===== config.mk =====
export PLATFORM = sky130hd
export DESIGN_NAME = cti_front
export DESIGN_NICKNAME = d
export VERILOG_FILES = /design/src/sv/cti_pkg.sv /design/src/sv/cti_front.sv
export SDC_FILE = /design/constraint.sdc
export NUM_CORES = 1
export LEC_CHECK = 0
export ABC_AREA = 1
export BUFFER_PORTS_ARGS = -buffer_cell sky130_fd_sc_hd__buf_2
export CORE_UTILIZATION = 25
export CTS_BUF_LIST = sky130_fd_sc_hd__clkbuf_8
export DETAILED_ROUTE_END_ITERATION = 12
export SLEW_MARGIN = 40
export SYNTH_ARGS = -nofsm -noshare
export SYNTH_HDL_FRONTEND = slang
export SYNTH_SLANG_ARGS = --single-unit

===== constraint.sdc =====
create_clock -name clk -period 3.6 [get_ports clk]
set_input_delay 0.54 -clock clk [delete_from_list [all_inputs] [get_ports clk]]
set_output_delay 0.54 -clock clk [all_outputs]
set_load 0.1 [all_outputs]

===== src/sv/cti_pkg.sv =====
// Shared types and constants for the calibration table interpolator.
// No dependencies.
`timescale 1ns / 1ps
package cti_pkg;
	localparam int TablePointsDef = 128;
	localparam int IdxW = 7;
	localparam int CodeW = 15;
	localparam int AngW = 17;
	localparam int SensW = 12;
	localparam int StatW = 2;
	localparam logic [1:0] FUNC_WCODE = 2'd0;
	localparam logic [1:0] FUNC_WANGLE = 2'd1;
	localparam logic [1:0] FUNC_CONV = 2'd2;
	localparam logic [1:0] FUNC_NOP = 2'd3;
	localparam logic [StatW-1:0] ST_INSIDE = 2'd0;
	localparam logic [StatW-1:0] ST_BELOW = 2'd1;
	localparam logic [StatW-1:0] ST_ABOVE = 2'd2;
	localparam logic [AngW-1:0] ABOVE_ANGLE = 17'd68096;

	typedef struct packed {
		logic [1:0] func;
		logic direction;
		logic [IdxW-1:0] entry_index;
		logic [CodeW-1:0] table_code;
		logic [AngW-1:0] angle_entry;
		logic [SensW-1:0] sensor_code;
	} cmd_t;
endpackage


===== src/sv/cti_front.sv =====
// Front end: accepts items into a two-entry command queue; NOP items are dropped.
// Depends on cti_pkg.
`timescale 1ns / 1ps
module cti_front import cti_pkg::*; (
	input  logic clk,
	input  logic arst_n,
	input  logic push,
	output logic full,
	input  cmd_t cmd_in,
	output logic cq_valid,
	output cmd_t cq_cmd,
	input  logic cq_take
);
	cmd_t mem_q [2];
	logic wp_q, rp_q;
	logic [1:0] cnt_q;
	logic wr, rd;

	assign full = (cnt_q == 2'd2);
	assign wr = push && !full && (cmd_in.func != FUNC_NOP);
	assign cq_valid = (cnt_q != 2'd0);
	assign rd = cq_valid && cq_take;
	assign cq_cmd = mem_q[rp_q];

	always_ff @(posedge clk) begin
		if (wr) mem_q[wp_q] <= cmd_in;
	end

	always_ff @(posedge clk or negedge arst_n) begin
		if (!arst_n) begin
			wp_q <= 1'b0;
			rp_q <= 1'b0;
			cnt_q <= 2'd0;
		end else begin
			if (wr) wp_q <= !wp_q;
			if (rd) rp_q <= !rp_q;
			cnt_q <= cnt_q + {1'b0, wr} - {1'b0, rd};
		end
	end

	a_cnt: assert property (@(posedge clk) disable iff (!arst_n) cnt_q <= 2'd2)
		else $error("queue overflow");
	a_full: assert property (@(posedge clk) disable iff (!arst_n)
		full |=> !$past(wr)) else $error("write while full");
	a_rd: assert property (@(posedge clk) disable iff (!arst_n)
		(cnt_q == 2'd0) |-> !rd) else $error("read while empty");
endmodule


== Word level (Yosys, flattened, before mapping) ==
Memories as Yosys holds them, arrays and structs flattened.
Index checks and enable logic that the tools add are counted.

* Bits in registers: 4
* RAM bits: 108
* Input bits: 58
* Output and inout bits: 56
* Logic and storage cells: 17
* Memories kept: 1

* Add/sub/neg operators: 2
* Equal/unequal tests: 2
* Muxes and demuxes: 2
* Reduce and logical (&&, ||, !) cells: 7

{| class="wikitable"
|+ Memory list
! memory !! depth !! bits a word !! read ports !! clocked after memory_dff !! write ports !! RTL line !! source
|-
| mem_q || 2 || 54 || 1 || 0 || 1 || cti_front.sv:14 || <nowiki>cmd_t mem_q [2];</nowiki>
|}

{| class="wikitable"
|+ Operators with widths
! cell !! count
|-
| $logic_and 1x1->1 || 3
|-
| $logic_not 1->1 || 3
|-
| $add 2x1->2 || 1
|-
| $eq 2x2->1 const B || 1
|-
| $mux 1 || 2
|-
| $ne 2x2->1 const B || 1
|-
| $reduce_bool 2->1 || 1
|-
| $sub 2x1->2 || 1
|}

== Longest topological paths before layout ==
* Word-level depth: 6
* Gate-level depth with buffers: 10
* Mapped depth without buffers: 10

== Least setup slack after synthesis ==
No wires, ideal clock.

* Path type: input-to-reg
* From: in cmd_in[52] (netlist bit)
* To: mem mem_q[1][0] (netlist bit), enable pin
* Library setup time: 0.466 ns
* Data arrival time: 3.001 ns
* Data required time: 3.134 ns
* Path slack: 0.133 ns
* Stages: 3
* Cells stage by stage: nand2_1 nand3_1 nor2_1

* Cells in the longest elaborated chain, start to end: 4

{| class="wikitable"
|+ RTL lines
! element !! RTL line !! source
|-
| start: declaration || cti_front.sv:9 || <nowiki>input cmd_t cmd_in,</nowiki>
|-
| $ne 2x2->1 || cti_front.sv:20 || <nowiki>assign wr = push && !full && (cmd_in.func != FUNC_NOP);</nowiki>
|-
| $logic_and 1x1->1 || cti_front.sv:20 ||
|-
| $mux 1 || cti_front.sv:26 || <nowiki>if (wr) mem_q[wp_q] <= cmd_in;</nowiki>
|-
| $mux 1 (implied by the code) || cti_front.sv:26 ||
|-
| end: declaration || cti_front.sv:14 ||
|}

No other way between the ends.

==> results.md <==
- Number of instances in the synthesized netlist: around 320
- Top fanout value on the critical path: between 50 and 60
- Rows: 46
- Class of the tightest hold or removal check: input pin to flip-flop
- Fin crit period: 2476 ps
- Total detailed-routing wirelength: around 8.4 mm
- Result of the run: complete, no violations
- Max-cap violations: 0
- Post-synthesis sequential area ratio: between 70% and 80%
- Clock tree from TritonCTS: done
- Die Span X: between 100 and 150 µm
- Cell type contributing the most total cell area after synthesis: edfxtp_1
- Share of final-layout standard cells stronger than drive strength 1: 31.44%
- Arrival time of data at the critical path endpoint: ~1900 ps
- Cell Count Post-Placement: 638
- Post-synthesis average cell area: 13.30 µm²
- Slew @ Worst Pin: about 600 ps
- Number of enable flip-flop cells after synthesis: between 100 and 150
- Yosys reg bits: 112
- Ant diodes: 0
- Hold violation count in the final report: 0
- Total die area: between 15000 and 20000 µm²
- Total gr overflow: 0
- Number of global-route vias before repair: 2601
- Post-Layout Cell Count: roughly 660
- Startpoint class of the critical path: flip-flop
- First drt pass iteration count: 4
- Critical path type: flip-flop to output port
- Area Overhead vs Synth: 23.54%
- Worst Hold Path Cells: 1
- First-pass GRT wire length: about 14 mm
- Number of DRC violations after detailed-routing iteration 0: ~130
- Post-Syn Area: 4189 µm²
- Unrepaired setup endpoints after global routing: no
- Total CTS buffers: 9
- Routability cong.: 0.7207
- Avg WL per Cell: ~13 µm
- Worst Skew: 11.70 ps
- Max Transition Viols Final: 0
- Final Instance Area: between 5000 and 6000 µm²
- Number of cells on the worst reg-to-reg path: 5
- Element type at the critical path end: output port
- Total number of H-tree levels: 3
- Proportion of register bits with asynchronous set or reset after synthesis: under 10%
- Maximum achievable frequency: around 400 MHz
- Top cells by area, synth: edfxtp_1, nand2_1, dfrtp_1, clkbuf_8, inv_1
- Number of nets with antenna violations after routing: 0
- Number of cells upsized or downsized after cts: 0
- Height of the chip: 131.4 µm
- Number of nets produced by synthesis: roughly 380
- Portion of the clock cycle consumed by the worst path in the final layout: around 70%
- HPWL after detailed placement: about 5.6 mm
- Boundary Pins: 114
- Total via count in the routed design: ~2.6k
- Pin count of the biggest net entering global routing: 56
- Number of filler instances in the final layout: 1647
- Clock root buffer: clkbuf_8
- Area share of the largest cell type after synthesis: just under 80%
- Placed Area: approximately 5000 µm²
- Clock buffer depth: 2
- Synth warnings: 0
- Number of unique standard cell types used by synthesis: 12
- Number of nets in the finished design: about 490
- Starting utilization of the core area: 25.99%
- Aggregate negative setup slack: 0 ps
- Number of buffer cells added on primary ports: ~110
- Antenna violations before repair: 0
- Number of vias per cell after detailed routing: between 3 and 4
- Rel. slew slack: approximately 60%
- Clock input transition at the sequential cells of the worst setup and hold paths: about 100 ps
- Drc violations: 0
- Number of setup violations in the final report: 0
- Post-route core utilization: around a third
- List of most frequent post-synthesis cells: nand2_1, edfxtp_1, inv_1
- GRT Resource Usage Total: 10.30%
- Standard cell core area: ~16000 µm²
- Most common cell in the netlist: nand2_1
- Clock latency on the worst-skew pair: 370 ps
- Top FF cell, synth: edfxtp_1
- # clock sinks: roughly 110
- Worst Path Required: 3060 ps
## worst max-delay path, cell delays in order (launching register included)
cell     delay [ps]
dfrtp_2         390
buf_4           500
nand2_1         110
nand2_1         120
buf_2           440
## worst paths after layout
check	endpoint	startpoint	slack (ps)
max in group asynchronous	rp_q$_DFFE_PN0P_	arst_n	2950
worst max register to register	mem_q[0][26]$_DFFE_PP_	cnt_q[0]$_DFF_PN0_	1610
min in group asynchronous	cnt_q[0]$_DFF_PN0_	arst_n	500
worst min register to register	wp_q$_DFFE_PN0N_	wp_q$_DFFE_PN0N_	490
worst min-delay path	mem_q[0][2]$_DFFE_PP_	cmd_in[2]	340
worst max-delay path	cq_cmd[1]	rp_q$_DFFE_PN0P_	1120
## per-stage QoR
stage          setup slack (ps)  hold slack, ps
5_1_grt                   921.7           300.6
3_5_place_dp               1315           356.4
2_1_floorplan             132.6           244.4
3_3_place_gp               1223           352.6
6_report                   1124           343.5
4_1_cts                    1043           302.8
## layout make-up
type,instances,area [µm²],share of cell area (%)
clock inverters,7,48.80,0.9429
well taps,216,270.3,5.222
inverters,10,40.04,0.7737
repair buffers,119,633.1,12.23
clock buffers,9,123.9,2.394
multi-input cells,182,714.4,13.81
flip-flops and latches,112,3344,64.63
## cells by family after synthesis
kind of cell,Yosys count,synth area share (%)
buf+inv,21,3.315
simple gates,180,16.28
flops,112,79.81
fa+ha+maj,2,0.5973
## sequential cells by signal, indices dropped and copies added (netlist names)
signal  count
mem_q     108
rp_q        1
wp_q        1
cnt_q       2
## placed cells by master, fill, tap and decap left out, drive strengths merged
cell | netlist | final
inv | 10 | 10
clkbuf | 5 | 9
nand2 | 175 | 175
ha | 2 | 2
clkinv | 0 | 6
nand3 | 3 | 3
dfrtp | 4 | 4
buf | 6 | 118
nand4 | 1 | 1
edfxtp | 108 | 108
nor2 | 1 | 1
dlygate4sd3 | 0 | 1
clkinvlp | 0 | 1
## routing by layer
metal  vias up  wire length (µm)  GRT usage (%)
li1       1282                 -              -
met1      1197              3644          12.13
met2        85              4090          16.61
met3        12               488          3.279
met4         0               174          5.685
met5         -                 0              0
## what timing repair did
action	CTS	global route
setup buffers	0	0
endpoints found under the hold margin	4	0
hold buffers	1	0
Power is not shown: default switching activity piles up to over one toggle a cycle in this logic, so the estimate is an artifact.
